<file path="src/rtl/crfa_pkg.sv">
// ============================================================================
// crfa_pkg - shared types and constants of the report filter
// Field widths, register indexes, queue entry layout and the neutral report.
// ============================================================================
`default_nettype none

package crfa_pkg;

  localparam int NUM_CONTROLLERS = 4;

  localparam int CTRL_W   = 2;
  localparam int SEQ_W    = 32;
  localparam int BTN_W    = 16;
  localparam int HAT_W    = 4;
  localparam int AXIS_W   = 8;
  localparam int PERIOD_W = 10;
  localparam int WDOG_W   = 16;

  localparam int CFG_IDX_W  = 2;
  localparam int CFG_DATA_W = 16;

  localparam int QUEUE_DEPTH = 2;

  // Sequence gap beyond which an old packet is taken as a restart
  localparam logic [SEQ_W-1:0] SEQ_JUMP_LIMIT = 32'd100;
  // Buttons of the last sent report after reset, so every controller reports once
  localparam logic [BTN_W-1:0] SENT_RESET_BUTTONS = 16'h00FF;

  localparam logic [PERIOD_W-1:0] AUTOFIRE_PERIOD_RST = 10'd50;
  localparam logic [WDOG_W-1:0]   WATCHDOG_TICKS_RST  = 16'd100;
  localparam logic [HAT_W-1:0]    NEUTRAL_HAT_RST     = 4'd0;
  localparam logic [AXIS_W-1:0]   NEUTRAL_STICK_RST   = 8'd0;

  // Request kinds
  localparam logic REQ_PACKET = 1'b0;
  localparam logic REQ_TICK   = 1'b1;

  typedef enum logic [CFG_IDX_W-1:0] {
    REG_AUTOFIRE_PERIOD = 2'd0,
    REG_WATCHDOG_TICKS  = 2'd1,
    REG_NEUTRAL_HAT     = 2'd2,
    REG_NEUTRAL_STICK   = 2'd3
  } cfg_reg_e;

  typedef struct packed {
    logic [PERIOD_W-1:0] autofire_period;
    logic [WDOG_W-1:0]   watchdog_ticks;
    logic [HAT_W-1:0]    neutral_hat;
    logic [AXIS_W-1:0]   neutral_stick;
  } cfg_t;

  typedef struct packed {
    logic [BTN_W-1:0]  buttons;
    logic [HAT_W-1:0]  hat;
    logic [AXIS_W-1:0] left_x;
    logic [AXIS_W-1:0] left_y;
    logic [AXIS_W-1:0] right_x;
    logic [AXIS_W-1:0] right_y;
  } report_t;

  typedef struct packed {
    logic              req_type;
    logic [CTRL_W-1:0] controller;
    logic [SEQ_W-1:0]  seq;
    logic              reset_flag;
    logic              autofire_flag;
    logic [BTN_W-1:0]  fire_mask;
    logic [BTN_W-1:0]  buttons;
    logic [HAT_W-1:0]  hat;
    logic [AXIS_W-1:0] left_x;
    logic [AXIS_W-1:0] left_y;
    logic [AXIS_W-1:0] right_x;
    logic [AXIS_W-1:0] right_y;
  } in_item_t;

  typedef struct packed {
    logic [CTRL_W-1:0] out_controller;
    logic [BTN_W-1:0]  out_buttons;
    logic [HAT_W-1:0]  out_hat;
    logic [AXIS_W-1:0] out_left_x;
    logic [AXIS_W-1:0] out_left_y;
    logic [AXIS_W-1:0] out_right_x;
    logic [AXIS_W-1:0] out_right_y;
    logic              last_of_tick;
  } out_item_t;

  // Classified request passed from the front to the back
  typedef struct packed {
    logic              tick;
    logic [CTRL_W-1:0] controller;
    logic              reset_flag;
    logic [BTN_W-1:0]  mask;
    report_t           report;
  } qop_t;

  function automatic report_t neutral_report(cfg_t cfg);
    report_t r;
    r.buttons = '0;
    r.hat     = cfg.neutral_hat;
    r.left_x  = cfg.neutral_stick;
    r.left_y  = cfg.neutral_stick;
    r.right_x = cfg.neutral_stick;
    r.right_y = cfg.neutral_stick;
    return r;
  endfunction

endpackage

`default_nettype wire

</file>
<file path="src/rtl/crfa_stream_if.sv">
// ============================================================================
// crfa_stream_if - valid/ready channel
// Carries one request of the given payload type per handshake.
// ============================================================================
`default_nettype none

interface crfa_stream_if #(
  parameter type payload_t = logic
);
  logic     valid;
  logic     ready;
  payload_t data;

  modport source (output valid, output data, input ready);
  modport sink   (input valid, input data, output ready);
endinterface

`default_nettype wire

</file>
<file path="src/rtl/crfa_front.sv">
// ============================================================================
// crfa_front - request intake and sequence filter
// Accepts requests, drops stale or foreign packets and queues the rest.
// ============================================================================
`default_nettype none

module crfa_front #(
  parameter int NumControllers = crfa_pkg::NUM_CONTROLLERS
) (
  input  logic          clk_i,
  input  logic          rst_ni,
  crfa_stream_if.sink   in_i,
  crfa_stream_if.source op_o
);

  localparam int IdxW = (NumControllers > 1) ? $clog2(NumControllers) : 1;

  logic                          awaiting_q [NumControllers];
  logic [crfa_pkg::SEQ_W-1:0]    expect_q   [NumControllers];

  crfa_pkg::in_item_t            item;
  crfa_pkg::qop_t                op;
  logic [IdxW-1:0]               idx;
  logic [crfa_pkg::SEQ_W-1:0]    exp_seq;
  logic                          is_tick;
  logic                          in_range;
  logic                          older;
  logic                          jump;
  logic                          keep;
  logic                          take_pkt;

  // Classify the request on offer
  always_comb begin
    item     = in_i.data;
    idx      = IdxW'(item.controller);
    is_tick  = (item.req_type == crfa_pkg::REQ_TICK);
    in_range = (int'(item.controller) < NumControllers);
    exp_seq  = expect_q[idx];
    older    = (item.seq < exp_seq);
    jump     = older && ((exp_seq - item.seq) > crfa_pkg::SEQ_JUMP_LIMIT);
    keep     = awaiting_q[idx] || !older || item.reset_flag || jump;
    take_pkt = !is_tick && in_range && keep;

    op.tick       = is_tick;
    op.controller = item.controller;
    op.reset_flag = item.reset_flag;
    op.mask       = item.autofire_flag ? item.fire_mask : '0;
    op.report.buttons = item.buttons;
    op.report.hat     = item.hat;
    op.report.left_x  = item.left_x;
    op.report.left_y  = item.left_y;
    op.report.right_x = item.right_x;
    op.report.right_y = item.right_y;
  end

  // Queue ticks and kept packets; dropped packets are taken and discarded
  assign op_o.valid = in_i.valid && (is_tick || take_pkt);
  assign op_o.data  = op;
  assign in_i.ready = op_o.ready;

  // Advance the expected sequence of a kept packet
  always_ff @(posedge clk_i or negedge rst_ni) begin
    if (!rst_ni) begin
      for (int i = 0; i < NumControllers; i++) begin
        awaiting_q[i] <= 1'b1;
        expect_q[i]   <= '0;
      end
    end else if (in_i.valid && in_i.ready && take_pkt) begin
      awaiting_q[idx] <= 1'b0;
      expect_q[idx]   <= item.seq + 32'd1;
    end
  end

endmodule

`default_nettype wire

</file>
<file path="src/rtl/crfa_queue.sv">
// ============================================================================
// crfa_queue - short request queue
// Decouples the front from the back so that either may stall alone.
// ============================================================================
`default_nettype none

module crfa_queue (
  input  logic          clk_i,
  input  logic          rst_ni,
  crfa_stream_if.sink   push_i,
  crfa_stream_if.source pop_o
);

  localparam int Depth = crfa_pkg::QUEUE_DEPTH;
  localparam int PtrW  = (Depth > 1) ? $clog2(Depth) : 1;
  localparam int CntW  = $clog2(Depth + 1);

  crfa_pkg::qop_t  mem_q [Depth];
  logic [PtrW-1:0] wr_ptr_q, wr_ptr_d;
  logic [PtrW-1:0] rd_ptr_q, rd_ptr_d;
  logic [CntW-1:0] count_q, count_d;
  logic            do_push;
  logic            do_pop;

  assign push_i.ready = (count_q != CntW'(Depth));
  assign pop_o.valid  = (count_q != '0);
  assign pop_o.data   = mem_q[rd_ptr_q];

  assign do_push = push_i.valid && push_i.ready;
  assign do_pop  = pop_o.valid && pop_o.ready;

  // Advance pointers and fill level
  always_comb begin
    wr_ptr_d = wr_ptr_q;
    rd_ptr_d = rd_ptr_q;
    count_d  = count_q;
    if (do_push) begin
      wr_ptr_d = (wr_ptr_q == PtrW'(Depth - 1)) ? '0 : wr_ptr_q + PtrW'(1);
    end
    if (do_pop) begin
      rd_ptr_d = (rd_ptr_q == PtrW'(Depth - 1)) ? '0 : rd_ptr_q + PtrW'(1);
    end
    case ({do_push, do_pop})
      2'b10:   count_d = count_q + CntW'(1);
      2'b01:   count_d = count_q - CntW'(1);
      default: count_d = count_q;
    endcase
  end

  always_ff @(posedge clk_i or negedge rst_ni) begin
    if (!rst_ni) begin
      wr_ptr_q <= '0;
      rd_ptr_q <= '0;
      count_q  <= '0;
    end else begin
      wr_ptr_q <= wr_ptr_d;
      rd_ptr_q <= rd_ptr_d;
      count_q  <= count_d;
    end
  end

  // Store the entry
  always_ff @(posedge clk_i) begin
    if (do_push) begin
      mem_q[wr_ptr_q] <= push_i.data;
    end
  end

endmodule

`default_nettype wire

</file>
<file path="src/rtl/crfa_back.sv">
// ============================================================================
// crfa_back - report state, watchdog and autofire
// Applies queued packets and walks the controllers on each tick.
// ============================================================================
`default_nettype none

module crfa_back #(
  parameter int NumControllers = crfa_pkg::NUM_CONTROLLERS
) (
  input  logic           clk_i,
  input  logic           rst_ni,
  input  crfa_pkg::cfg_t cfg_i,
  crfa_stream_if.sink    op_i,
  crfa_stream_if.source  out_o
);

  localparam int IdxW  = (NumControllers > 1) ? $clog2(NumControllers) : 1;
  localparam int RestW = $bits(crfa_pkg::report_t) - crfa_pkg::BTN_W;

  typedef enum logic [2:0] {
    ST_IDLE  = 3'b001,
    ST_WALK  = 3'b010,
    ST_FLUSH = 3'b100
  } state_e;

  state_e                          state_q, state_d;
  logic [IdxW-1:0]                 idx_q, idx_d;
  logic                            pend_valid_q, pend_valid_d;
  crfa_pkg::out_item_t             pend_q;
  logic                            out_valid_q, out_valid_d;
  crfa_pkg::out_item_t             out_q;

  crfa_pkg::report_t               cur_q    [NumControllers];
  crfa_pkg::report_t               sent_q   [NumControllers];
  logic [crfa_pkg::BTN_W-1:0]      mask_q   [NumControllers];
  logic [crfa_pkg::PERIOD_W-1:0]   cnt_q    [NumControllers];
  logic [crfa_pkg::BTN_W-1:0]      phase_q  [NumControllers];
  logic [crfa_pkg::WDOG_W-1:0]     sil_q    [NumControllers];
  logic                            armed_q  [NumControllers];

  crfa_pkg::report_t               neutral;
  crfa_pkg::qop_t                  op;
  logic [IdxW-1:0]                 op_idx;
  logic                            pop;
  logic [crfa_pkg::PERIOD_W-1:0]   period_eff;
  logic [crfa_pkg::WDOG_W-1:0]     wdog_eff;

  logic [crfa_pkg::WDOG_W-1:0]     sil_inc;
  logic                            wd_fire;
  crfa_pkg::report_t               rep;
  crfa_pkg::report_t               rep_out;
  logic [crfa_pkg::BTN_W-1:0]      msk;
  logic [crfa_pkg::PERIOD_W-1:0]   cnt_inc;
  logic [crfa_pkg::PERIOD_W-1:0]   cnt_n;
  logic [crfa_pkg::BTN_W-1:0]      phase_n;
  logic                            changed;
  logic                            last_idx;
  logic                            out_free;
  logic                            step;
  crfa_pkg::out_item_t             new_item;
  logic                            out_load;
  crfa_pkg::out_item_t             out_load_item;

  assign neutral    = crfa_pkg::neutral_report(cfg_i);
  assign period_eff = (cfg_i.autofire_period == '0) ? crfa_pkg::PERIOD_W'(1)
                                                    : cfg_i.autofire_period;
  assign wdog_eff   = (cfg_i.watchdog_ticks == '0) ? crfa_pkg::WDOG_W'(1)
                                                   : cfg_i.watchdog_ticks;

  assign op          = op_i.data;
  assign op_idx      = IdxW'(op.controller);
  assign op_i.ready  = (state_q == ST_IDLE);
  assign pop         = op_i.valid && op_i.ready;

  // Evaluate the controller under the walk pointer
  always_comb begin
    sil_inc = (sil_q[idx_q] == '1) ? sil_q[idx_q] : sil_q[idx_q] + crfa_pkg::WDOG_W'(1);
    wd_fire = armed_q[idx_q] && (sil_inc >= wdog_eff);
    rep     = wd_fire ? neutral : cur_q[idx_q];
    msk     = wd_fire ? '0 : mask_q[idx_q];
    cnt_inc = cnt_q[idx_q] + crfa_pkg::PERIOD_W'(1);
    rep_out = rep;
    if (msk != '0) begin
      if (cnt_inc >= period_eff) begin
        cnt_n   = '0;
        phase_n = phase_q[idx_q] ^ msk;
      end else begin
        cnt_n   = cnt_inc;
        phase_n = phase_q[idx_q];
      end
      rep_out.buttons = (rep.buttons & ~msk) | (phase_n & msk);
    end else begin
      cnt_n   = '0;
      phase_n = '0;
    end
    changed  = (rep_out != sent_q[idx_q]);
    last_idx = (idx_q == IdxW'(NumControllers - 1));

    new_item.out_controller = crfa_pkg::CTRL_W'(idx_q);
    new_item.out_buttons    = rep_out.buttons;
    new_item.out_hat        = rep_out.hat;
    new_item.out_left_x     = rep_out.left_x;
    new_item.out_left_y     = rep_out.left_y;
    new_item.out_right_x    = rep_out.right_x;
    new_item.out_right_y    = rep_out.right_y;
    new_item.last_of_tick   = 1'b0;
  end

  // A change found while one is held waits for the output slot
  assign out_free = !out_valid_q || out_o.ready;
  assign step     = (state_q == ST_WALK) && (!(changed && pend_valid_q) || out_free);

  // Sequence the tick walk and release held results
  always_comb begin
    state_d       = state_q;
    idx_d         = idx_q;
    pend_valid_d  = pend_valid_q;
    out_load      = 1'b0;
    out_load_item = pend_q;
    unique case (state_q)
      ST_IDLE: begin
        if (pop && op.tick) begin
          state_d = ST_WALK;
          idx_d   = '0;
        end
      end
      ST_WALK: begin
        if (step) begin
          if (changed) begin
            pend_valid_d = 1'b1;
            out_load     = pend_valid_q;
          end
          if (last_idx) begin
            state_d = ST_FLUSH;
          end else begin
            idx_d = idx_q + IdxW'(1);
          end
        end
      end
      ST_FLUSH: begin
        if (!pend_valid_q) begin
          state_d = ST_IDLE;
        end else if (out_free) begin
          out_load                   = 1'b1;
          out_load_item.last_of_tick = 1'b1;
          pend_valid_d               = 1'b0;
          state_d                    = ST_IDLE;
        end
      end
      default: state_d = ST_IDLE;
    endcase
    out_valid_d = out_load ? 1'b1 : (out_o.ready ? 1'b0 : out_valid_q);
  end

  always_ff @(posedge clk_i or negedge rst_ni) begin
    if (!rst_ni) begin
      state_q      <= ST_IDLE;
      idx_q        <= '0;
      pend_valid_q <= 1'b0;
      out_valid_q  <= 1'b0;
    end else begin
      state_q      <= state_d;
      idx_q        <= idx_d;
      pend_valid_q <= pend_valid_d;
      out_valid_q  <= out_valid_d;
    end
  end

  // Hold the latest change and the result on offer
  always_ff @(posedge clk_i) begin
    if (step && changed) begin
      pend_q <= new_item;
    end
    if (out_load) begin
      out_q <= out_load_item;
    end
  end

  // Update controller state from packets and tick steps
  always_ff @(posedge clk_i or negedge rst_ni) begin
    if (!rst_ni) begin
      for (int i = 0; i < NumControllers; i++) begin
        cur_q[i]   <= '0;
        sent_q[i]  <= {crfa_pkg::SENT_RESET_BUTTONS, {RestW{1'b0}}};
        mask_q[i]  <= '0;
        cnt_q[i]   <= '0;
        phase_q[i] <= '0;
        sil_q[i]   <= '0;
        armed_q[i] <= 1'b0;
      end
    end else if (pop && !op.tick) begin
      cur_q[op_idx]   <= op.reset_flag ? neutral : op.report;
      mask_q[op_idx]  <= op.reset_flag ? '0 : op.mask;
      sil_q[op_idx]   <= '0;
      armed_q[op_idx] <= 1'b1;
    end else if (step) begin
      cur_q[idx_q]   <= rep;
      mask_q[idx_q]  <= msk;
      cnt_q[idx_q]   <= cnt_n;
      phase_q[idx_q] <= phase_n;
      if (armed_q[idx_q]) begin
        sil_q[idx_q]   <= wd_fire ? '0 : sil_inc;
        armed_q[idx_q] <= !wd_fire;
      end
      if (changed) begin
        sent_q[idx_q] <= rep_out;
      end
    end
  end

  assign out_o.valid = out_valid_q;
  assign out_o.data  = out_q;

endmodule

`default_nettype wire

</file>
<file path="src/rtl/controller_report_filter_autofire.sv">
// ============================================================================
// controller_report_filter_autofire - gamepad report filter
// Per-controller report store with sequence filter, watchdog and autofire.
// ============================================================================
//
//   channel  | dir | handshake     | payload
//   ---------+-----+---------------+-------------------------------------------
//   cfg      | in  | cfg_we_i      | cfg_idx_i register, cfg_data_i value
//   in_i     | in  | valid / ready | crfa_pkg::in_item_t (packet or tick)
//   out_o    | out | valid / ready | crfa_pkg::out_item_t (changed report)
//
// A packet passes the front combinationally; the back applies it on dequeue.
// A tick holds the back from dequeue through a walk over every controller and a
// final step that marks the last report, plus any output stall.
// The two-entry queue lets the front keep taking requests meanwhile.
// Reset clears all state at once; there is no clearing pass.
// ============================================================================
`default_nettype none

module controller_report_filter_autofire #(
  parameter int NumControllers = crfa_pkg::NUM_CONTROLLERS
) (
  input  logic                              clk_i,
  input  logic                              rst_ni,
  input  logic                              cfg_we_i,
  input  logic [crfa_pkg::CFG_IDX_W-1:0]    cfg_idx_i,
  input  logic [crfa_pkg::CFG_DATA_W-1:0]   cfg_data_i,
  crfa_stream_if.sink                       in_i,
  crfa_stream_if.source                     out_o
);

  crfa_pkg::cfg_t cfg_q, cfg_d;

  crfa_stream_if #(.payload_t(crfa_pkg::qop_t)) front_to_queue ();
  crfa_stream_if #(.payload_t(crfa_pkg::qop_t)) queue_to_back ();

  // Decode register writes
  always_comb begin
    cfg_d = cfg_q;
    if (cfg_we_i) begin
      unique case (crfa_pkg::cfg_reg_e'(cfg_idx_i))
        crfa_pkg::REG_AUTOFIRE_PERIOD:
          cfg_d.autofire_period = cfg_data_i[crfa_pkg::PERIOD_W-1:0];
        crfa_pkg::REG_WATCHDOG_TICKS:
          cfg_d.watchdog_ticks  = cfg_data_i[crfa_pkg::WDOG_W-1:0];
        crfa_pkg::REG_NEUTRAL_HAT:
          cfg_d.neutral_hat     = cfg_data_i[crfa_pkg::HAT_W-1:0];
        crfa_pkg::REG_NEUTRAL_STICK:
          cfg_d.neutral_stick   = cfg_data_i[crfa_pkg::AXIS_W-1:0];
        default: cfg_d = cfg_q;
      endcase
    end
  end

  always_ff @(posedge clk_i or negedge rst_ni) begin
    if (!rst_ni) begin
      cfg_q.autofire_period <= crfa_pkg::AUTOFIRE_PERIOD_RST;
      cfg_q.watchdog_ticks  <= crfa_pkg::WATCHDOG_TICKS_RST;
      cfg_q.neutral_hat     <= crfa_pkg::NEUTRAL_HAT_RST;
      cfg_q.neutral_stick   <= crfa_pkg::NEUTRAL_STICK_RST;
    end else begin
      cfg_q <= cfg_d;
    end
  end

  crfa_front #(
    .NumControllers(NumControllers)
  ) u_front (
    .clk_i  (clk_i),
    .rst_ni (rst_ni),
    .in_i   (in_i),
    .op_o   (front_to_queue)
  );

  crfa_queue u_queue (
    .clk_i  (clk_i),
    .rst_ni (rst_ni),
    .push_i (front_to_queue),
    .pop_o  (queue_to_back)
  );

  crfa_back #(
    .NumControllers(NumControllers)
  ) u_back (
    .clk_i  (clk_i),
    .rst_ni (rst_ni),
    .cfg_i  (cfg_q),
    .op_i   (queue_to_back),
    .out_o  (out_o)
  );

endmodule

`default_nettype wire

</file>
<file path="src/flat_wrapper.sv">
// flat-port wrapper written by rule: the top's interface ports become plain ports
module controller_report_filter_autofire_flat import crfa_pkg::*;
#(
  parameter int NumControllers = crfa_pkg::NUM_CONTROLLERS
)
  (clk_i, rst_ni, cfg_we_i, cfg_idx_i, cfg_data_i, in_i_valid, in_i_data, in_i_ready, out_o_valid, out_o_data, out_o_ready);
  crfa_stream_if #(.payload_t(in_item_t)) in_i_i ();
  crfa_stream_if #(.payload_t(out_item_t)) out_o_i ();
  input  logic clk_i;
  input  logic rst_ni;
  input  logic cfg_we_i;
  input  logic [crfa_pkg::CFG_IDX_W-1:0] cfg_idx_i;
  input  logic [crfa_pkg::CFG_DATA_W-1:0] cfg_data_i;
  input wire logic [$bits(in_i_i.valid)-1:0] in_i_valid;
  input wire logic [$bits(in_i_i.data)-1:0] in_i_data;
  output wire logic [$bits(in_i_i.ready)-1:0] in_i_ready;
  output wire logic [$bits(out_o_i.valid)-1:0] out_o_valid;
  output wire logic [$bits(out_o_i.data)-1:0] out_o_data;
  input wire logic [$bits(out_o_i.ready)-1:0] out_o_ready;
  assign in_i_i.valid = in_i_valid;
  assign in_i_i.data = in_i_data;
  assign in_i_ready = in_i_i.ready;
  assign out_o_valid = out_o_i.valid;
  assign out_o_data = out_o_i.data;
  assign out_o_i.ready = out_o_ready;
  controller_report_filter_autofire #(.NumControllers(NumControllers)) u_core (.clk_i(clk_i), .rst_ni(rst_ni), .cfg_we_i(cfg_we_i), .cfg_idx_i(cfg_idx_i), .cfg_data_i(cfg_data_i), .in_i(in_i_i), .out_o(out_o_i));
endmodule
</file>
<file path="config.mk">
export PLATFORM = sky130hd
export DESIGN_NAME = controller_report_filter_autofire_flat
export DESIGN_NICKNAME = d
export VERILOG_FILES = /design/src/rtl/crfa_pkg.sv /design/src/rtl/crfa_stream_if.sv /design/src/rtl/crfa_front.sv /design/src/rtl/crfa_queue.sv /design/src/rtl/crfa_back.sv /design/src/rtl/controller_report_filter_autofire.sv /design/src/flat_wrapper.sv
export SDC_FILE = /design/constraint.sdc
export NUM_CORES = 2
export LEC_CHECK = 0
export BUFFER_PORTS_ARGS = -buffer_cell sky130_fd_sc_hd__clkbuf_2
export CORE_ASPECT_RATIO = 1.2
export CORE_MARGIN = 2
export CORE_UTILIZATION = 68
export CTS_CLUSTER_DIAMETER = 30
export DETAILED_ROUTE_END_ITERATION = 7
export PLACE_DENSITY = 0.86
export SLEW_MARGIN = 10
export SYNTH_ARGS = -nofsm -noshare
export SYNTH_HDL_FRONTEND = slang
export SYNTH_HIERARCHICAL = 1
export SYNTH_SLANG_ARGS = --single-unit
</file>
<file path="constraint.sdc">
create_clock -name clk_i -period 22.5 [get_ports clk_i]
set_input_delay 2.25 -clock clk_i [delete_from_list [all_inputs] [get_ports clk_i]]
set_output_delay 2.25 -clock clk_i [all_outputs]
set_load 0.02 [all_outputs]
</file>
; ---- Word level (Yosys, flattened, before mapping)
; Memory sizes are Yosys's and may differ from the RTL's.
; Cells that the tools add are included.
[word_totals]
ram_bits = 144
mem_count = 1
input_bits = 128
ff_bits = 942
wordCells = 310
[mem_list]
columns = name, words, word_bits, rd, rd_ports_with_merged_regs, wr, line
row1 = u_core.u_queue.mem_q, 2, 72, 1, 0, 1, crfa_queue.sv:18  ; crfa_pkg::qop_t mem_q [Depth];
[classes]
order_cmp = 10
reduce_logical = 49
n_addsub = 9
bitwise = 14
muxes = 107
eq_ne = 18
[op_table]
columns = operator, n
row1 = bitwise mux 208 bit, 3
row2 = two-way mux 208 bit, 2
row3 = two-way mux 52 bit, 8
row4 = two-way mux 64 bit, 5
row5 = two-way mux 16 bit, 18
row6 = bitwise mux 64 bit, 4
row7 = binary-select mux 52 bit (select 2 bit), 2
row8 = demux 52 bit (select 2 bit), 2
row9 = bitwise mux 128 bit, 1
row10 = binary-select mux 16 bit (select 2 bit), 3
row11 = two-way mux 32 bit, 3
row12 = AND 64 bit, 1
row13 = binary-select mux 32 bit (select 2 bit), 1
row14 = demux 16 bit (select 2 bit), 2
row15 = demux 32 bit (select 2 bit), 1
row16 = NOT 64 bit, 1
row17 = two-way mux 10 bit, 6
row18 = inequality test 52 bit, 1
row19 = bitwise mux 40 bit, 1
row20 = adder 32 x 1 -> 32 bit (second input constant), 1
row21 = AND 16 bit, 2
row22 = > comparator 32 x 7 -> 1 bit (second input constant), 1
row23 = less-than comparator 32 bit, 1
row24 = subtractor 32 bit, 1
row25 = 48 further kinds, 136

; ---- Longest topological paths before layout
[logic_depth]
ltp_word = 23
depth_mapped = 37

; ---- Modules after synthesis
; The synthesis kept the hierarchy.
[modules_own_cells]
columns = module, instances, area_per_inst_um2, seq_area_each_um2, cells_each
row1 = crfa_back, 1, 39103.8, 19805.2, 3179
row2 = crfa_front, 1, 9599.2, 3308.2, 865
row3 = crfa_queue, 1, 5740.5, 4424.2, 241
row4 = controller_report_filter_autofire, 1, 1492.7, 958.4, 82

; ---- Worst setup path before layout
; Ideal clock, no wire load.
[synth_path]
path_kind = register to register
from = register u_core.u_back.idx_q[0]
to = register u_core/u_back/sent_q[52] (netlist bit)
stages_incl_launch_ff = 36
setup_time_ps = 128
t_arrival_ps = 10899
n_path_buf = 14
setup_slack_ps = 11473
required_ps = 22372
period_less_slack_ps = 11027
cell_sequence = dfrtp_1 > buf_6 > buf_8 > buf_8 > buf_8 > buf_6 > buf_8 > buf_4 > buf_4 > mux4_2 > ha_1 > nand3_1 > nor4_1 > nand3_1 > buf_2 > and3_1 > xnor2_1 > inv_1 > ha_1 > a21oi_1 > nor3_1 > or3_1 > buf_2 > buf_2 > o31ai_1 > a31oi_1 > o22ai_1 > nor4_1 > and4_1 > and3_1 > buf_6 > nor3_1 > and2_1 > buf_6 > buf_6 > mux2_1
[synth_between]
elab_chain_cells = 21
word_cells_on_any_way = 52
classes_between = add/sub (2) / order compare (4) / eq/ne (2) / mux (30) / bitwise (6) / reduce/logical (8)
[synth_rtl]
columns = item, line
row1 = "start, declared", crfa_back.sv:27  ; logic [IdxW-1:0] idx_q, idx_d;
row2 = "start signal, assigned", crfa_back.sv:163  ; idx_q <= idx_d;
row3 = NOT 2 -> 3 bit (not written as such) (*), n/a
row4 = binary-select mux 16 bit (select 2 bit), crfa_back.sv:77  ; sil_inc = (sil_q[idx_q] == '1) ? sil_q[idx_q] : sil_q[idx_q] + crfa_pkg::WDOG_W'(1);
row5 = two-way mux 16 bit (not written as such) (2 in series), crfa_back.sv:77
row6 = adder 16 x 1 -> 16 bit / equality test 16 bit (equally long branches), crfa_back.sv:77
row7 = two-way mux 16 bit, crfa_back.sv:77
row8 = greater-or-equal comparator 16 bit, crfa_back.sv:78  ; wd_fire = armed_q[idx_q] && (sil_inc >= wdog_eff);
row9 = logical AND 1 bit, crfa_back.sv:78
row10 = two-way mux 16 bit, crfa_back.sv:80  ; msk = wd_fire ? '0 : mask_q[idx_q];
row11 = (+4 left out), n/a
row12 = bitwise OR 16 bit, crfa_back.sv:91  ; rep_out.buttons = (rep.buttons & ~msk) | (phase_n & msk);
row13 = two-way mux 16 bit, crfa_back.sv:83  ; if (msk != '0) begin
row14 = inequality test 52 bit, crfa_back.sv:96  ; changed = (rep_out != sent_q[idx_q]);
row15 = logical AND 1 bit, crfa_back.sv:111  ; assign step = (state_q == ST_WALK) && (!(changed && pend_valid_q) || out_free);
row16 = zero test 1 bit, crfa_back.sv:111
row17 = logical OR 1 bit, crfa_back.sv:111
row18 = logical AND 1 bit, crfa_back.sv:111
row19 = AND reduction 3 bit (no line), n/a
row20 = "end signal, assigned by index", crfa_back.sv:184  ; sent_q[i] <= {crfa_pkg::SENT_RESET_BUTTONS, {RestW{1'b0}}};
row21 = "end signal, assigned by index", crfa_back.sv:206  ; sent_q[idx_q] <= rep_out;
row22 = "end, declared", crfa_back.sv:34  ; crfa_pkg::report_t sent_q [NumControllers];
; Mark *: on every way between the ends. The rest lies on a longest branch, timed or not. The select of a mux whose other input is x is not followed.
; A chain may end at the register's enable or synchronous reset.

==> flow_summary.json <==
{
  "status": "complete, no violations",
  "yosys_warnings": 6,
  "via_count": 40400,
  "hold_end": "u_core/u_back/out_o.data[28]",
  "grt_pass1_vias": 41900,
  "hold_class": "flip-flop to flip-flop",
  "synth_fp_nets": 4563,
  "max-cap-violations": 0,
  "ant_nets": 0,
  "min_from": "u_core/u_back/out_load_item[28]",
  "grtUsageTotal": 0.375,
  "core_area_sq_um": 81700,
  "wirelength_microns": 158000,
  "fin_tns_setup_ps": 0,
  "synth.cell_area_sq_um": 55900,
  "async_reset_ff_frac": 0.767,
  "vdd_drop_max_mv": 0.0962,
  "period_needed_ps": 10160,
  "fin_worst_skew_ps": 36.3,
  "crit_top_cell": "buf_4",
  "power_density_nw_per_um2": 158,
  "fmax_ghz": 0.0984,
  "final_cell_mix": "dfrtp_1 (787), nand2_1 (297), mux2_2 (295), nor2_1 (253), edfxtp_1 (253)",
  "dp.cells": 5303,
  "path_clk_slew_ps": 60,
  "rr_startpoint": "u_core/u_back/idx_q[0]",
  "slowest_stage": "o211ai_4",
  "die_h_microns": 318,
  "fin_cells": 5613,
  "cts_setup_buffers": 0,
  "crit_type": "flip-flop to flip-flop",
  "synth_flop_cell": "dfrtp_1",
  "syn_area_per_cell_sq_um": 12.8,
  "die_area_sq_um": 84600,
  "r2r_cells": 25,
  "r2r_end": "u_core/u_back/cur_q[2]",
  "ctsHoldBuffers": 0,
  "die_x_microns": 266,
  "cts_tree": "yes",
  "min_path_cells": 0,
  "final_common_cell": "dfrtp_1",
  "rrSetupSlack_ps": 12340,
  "portBuffers": 184,
  "period_share": 0.452,
  "yosys.cell_types.count": 110,
  "arrival_ps": 10860,
  "end_kind": "flip-flop",
  "row_count": 115,
  "num-fill-cells": 4650,
  "drt_iter0_markers": 5523,
  "dr.pass1.iters": 8,
  "cts_root_buffer": "clkbuf_16",
  "register_area_sq_um": 28500,
  "worst_pin_slew_ps": 1250,
  "cts_resized": 0,
  "cts_buffers": 165,
  "drc": 0,
  "area_growth_pct": 11.8,
  "dp_slack_ps": 12640,
  "power_mw": 9.90,
  "cp.required_ps": 23190,
  "setup_violations": 0,
  "synth_edf_count": 253,
  "final_area_sq_um": 62500,
  "yosysSeqAreaShare": 0.509,
  "clkLatencyLatePin_ps": 770,
  "ios": 185,
  "hold_viol_final": 0,
  "crit_fanout": 86,
  "synthCells": 4367,
  "worst_slack_ps": 12340,
  "gp_congestion": 0.970,
  "grt.overflow.total": 0,
  "viasPerCell": 7.20,
  "hpwlAfterDp_microns": 96000,
  "p_leak_nw": 27.1,
  "slew_headroom": 0.168,
  "rsz0062_at_grt": "false",
  "drive_above_1_share": 0.305,
  "clkSinkCount": 1086,
  "crit_path_start_kind": "flip-flop",
  "final_net_count": 4614,
  "antenna_found_initial": 14,
  "clock_path_buffers": 3,
  "start_util": 0.684,
  "place_area_sq_um": 56600,
  "slew_violations": 0,
  "cts_max_level": 4,
  "grt_max_degree": 160,
  "worst_path_largest_cell_delay_ps": 960,
  "wire_per_inst_microns": 28.1,
  "ys_ff_latch": 1086,
  "grt_first_pass_wirelength_microns": 244000,
  "multi_input_area_sq_um": 24900
}
==> flip-flops by register name, indices dropped and copies added (netlist names), 38 cells and up <==
name                         cells
u_core/u_back/out_o.data        55
u_core/u_queue/mem_q           144
u_core/u_back/out_load_item     54
u_core/u_back/sil_q             64
u_core/u_back/sent_q           208
u_core/u_back/cur_q            208
u_core/u_back/cnt_q             40
u_core/u_back/mask_q            64
u_core/cfg_q                    38
u_core/u_front/expect_q        128
u_core/u_back/phase_q           64
==> worst max-delay path by stage <==
stage                                          end                   start  cells after the start  slack [ps]
after global routing       u_core/u_back/cur_q[31]  u_core/u_back/idx_q[0]                     26       11860
after CTS                   u_core/u_back/cur_q[2]  u_core/u_back/idx_q[0]                     25       12580
after global placement     u_core/u_back/cur_q[10]  u_core/u_back/idx_q[0]                     25       12760
final                       u_core/u_back/cur_q[2]  u_core/u_back/idx_q[0]                     25       12340
after detailed placement    u_core/u_back/cur_q[2]  u_core/u_back/idx_q[0]                     25       12640
after floorplan           u_core/u_back/sent_q[52]  u_core/u_back/idx_q[0]                     35       11470
==> final cells by class <==
cell class,instances,area share
Antenna cell,3,0.000120
Clock buffer,205,0.0746
Clock inverter,101,0.0198
Inverter,118,0.00708
Multi-Input combinational cell,2796,0.398
Sequential cell,1086,0.456
Tap cell,1053,0.0211
Timing Repair Buffer,251,0.0235
==> synth_stat cells, types with 30 or more instances <==
cell | number | area [sq um]
xor2_1 | 39 | 342
and3_1 | 50 | 313
clkbuf_1 | 134 | 503
nor4_1 | 30 | 188
ha_1 | 67 | 838
nor2b_1 | 40 | 250
mux2_1 | 87 | 980
mux2i_1 | 68 | 681
dfrtp_1 | 790 | 19800
dfstp_2 | 43 | 1130
nor2_1 | 255 | 957
o221a_2 | 37 | 417
buf_4 | 93 | 698
a221o_1 | 109 | 1090
a21oi_1 | 74 | 370
a31oi_1 | 39 | 244
mux2_2 | 295 | 3320
a31o_2 | 57 | 499
mux2_4 | 166 | 2490
o21ai_0 | 40 | 200
mux4_2 | 188 | 4230
nand2b_1 | 52 | 325
a22o_1 | 43 | 377
a211o_1 | 34 | 298
xnor2_1 | 55 | 482
nand3_1 | 128 | 641
nand4_1 | 52 | 325
and2_1 | 41 | 257
edfxtp_1 | 253 | 7600
nand2_1 | 301 | 1130
buf_6 | 34 | 383
a2bb2oi_1 | 32 | 280
nor3_1 | 33 | 165
o22ai_1 | 75 | 469
buf_2 | 82 | 410
inv_1 | 117 | 439
==> critical path, delay by kind of cell (launching register included) <==
| kind | cells | cell delay [ps] |
|---|---|---|
| AND/OR/NAND/NOR | 10 | 2970 |
| AO/OA/AOI/OAI | 4 | 1720 |
| buffers and inverters | 6 | 2880 |
| XOR/XNOR | 2 | 440 |
| adder cells (fa/ha/maj) | 1 | 310 |
| flip-flops | 1 | 840 |
| multiplexers | 2 | 890 |
==> where the power goes <==
part           total (mW)  internal [mW]  leakage, nW  switching, mW
Sequential           3.13           2.72         12.9          0.409
Combinational        4.07           1.61         11.3           2.46
Clock                2.70           1.72         2.88          0.982
==> per-stage QoR <==
step,util,hold WS [ps]
floorplan,-,400
global placement,0.693,401
detailed placement,0.693,405
CTS,0.765,409
global route,0.765,421
finish,0.765,409
==> cell families (layout without fill, tap and decap cells) <==
group / Yosys count / after routing / share of synthesized area
flip-flops: 1086 / 1086 / 0.509
AND/OR/NAND/NOR: 1065 / 1065 / 0.0938
multiplexers: 805 / 805 / 0.210
AO/OA/AOI/OAI: 764 / 764 / 0.109
buffers and inverters: 485 / 675 / 0.0480
XOR/XNOR: 94 / 94 / 0.0147
adder cells (fa/ha/maj): 68 / 68 / 0.0153
other: 0 / 3 / 0
==> metal layers <==
layer / share of wire / up-vias / track usage
met5: 0.00070 / - / 0
met4: 0.063 / 18 / 0.223
met3: 0.12 / 774 / 0.0998
met2: 0.46 / 2909 / 0.572
met1: 0.36 / 20100 / 0.486
li1: - / 16500 / -
(Power assumes the default switching activity.)
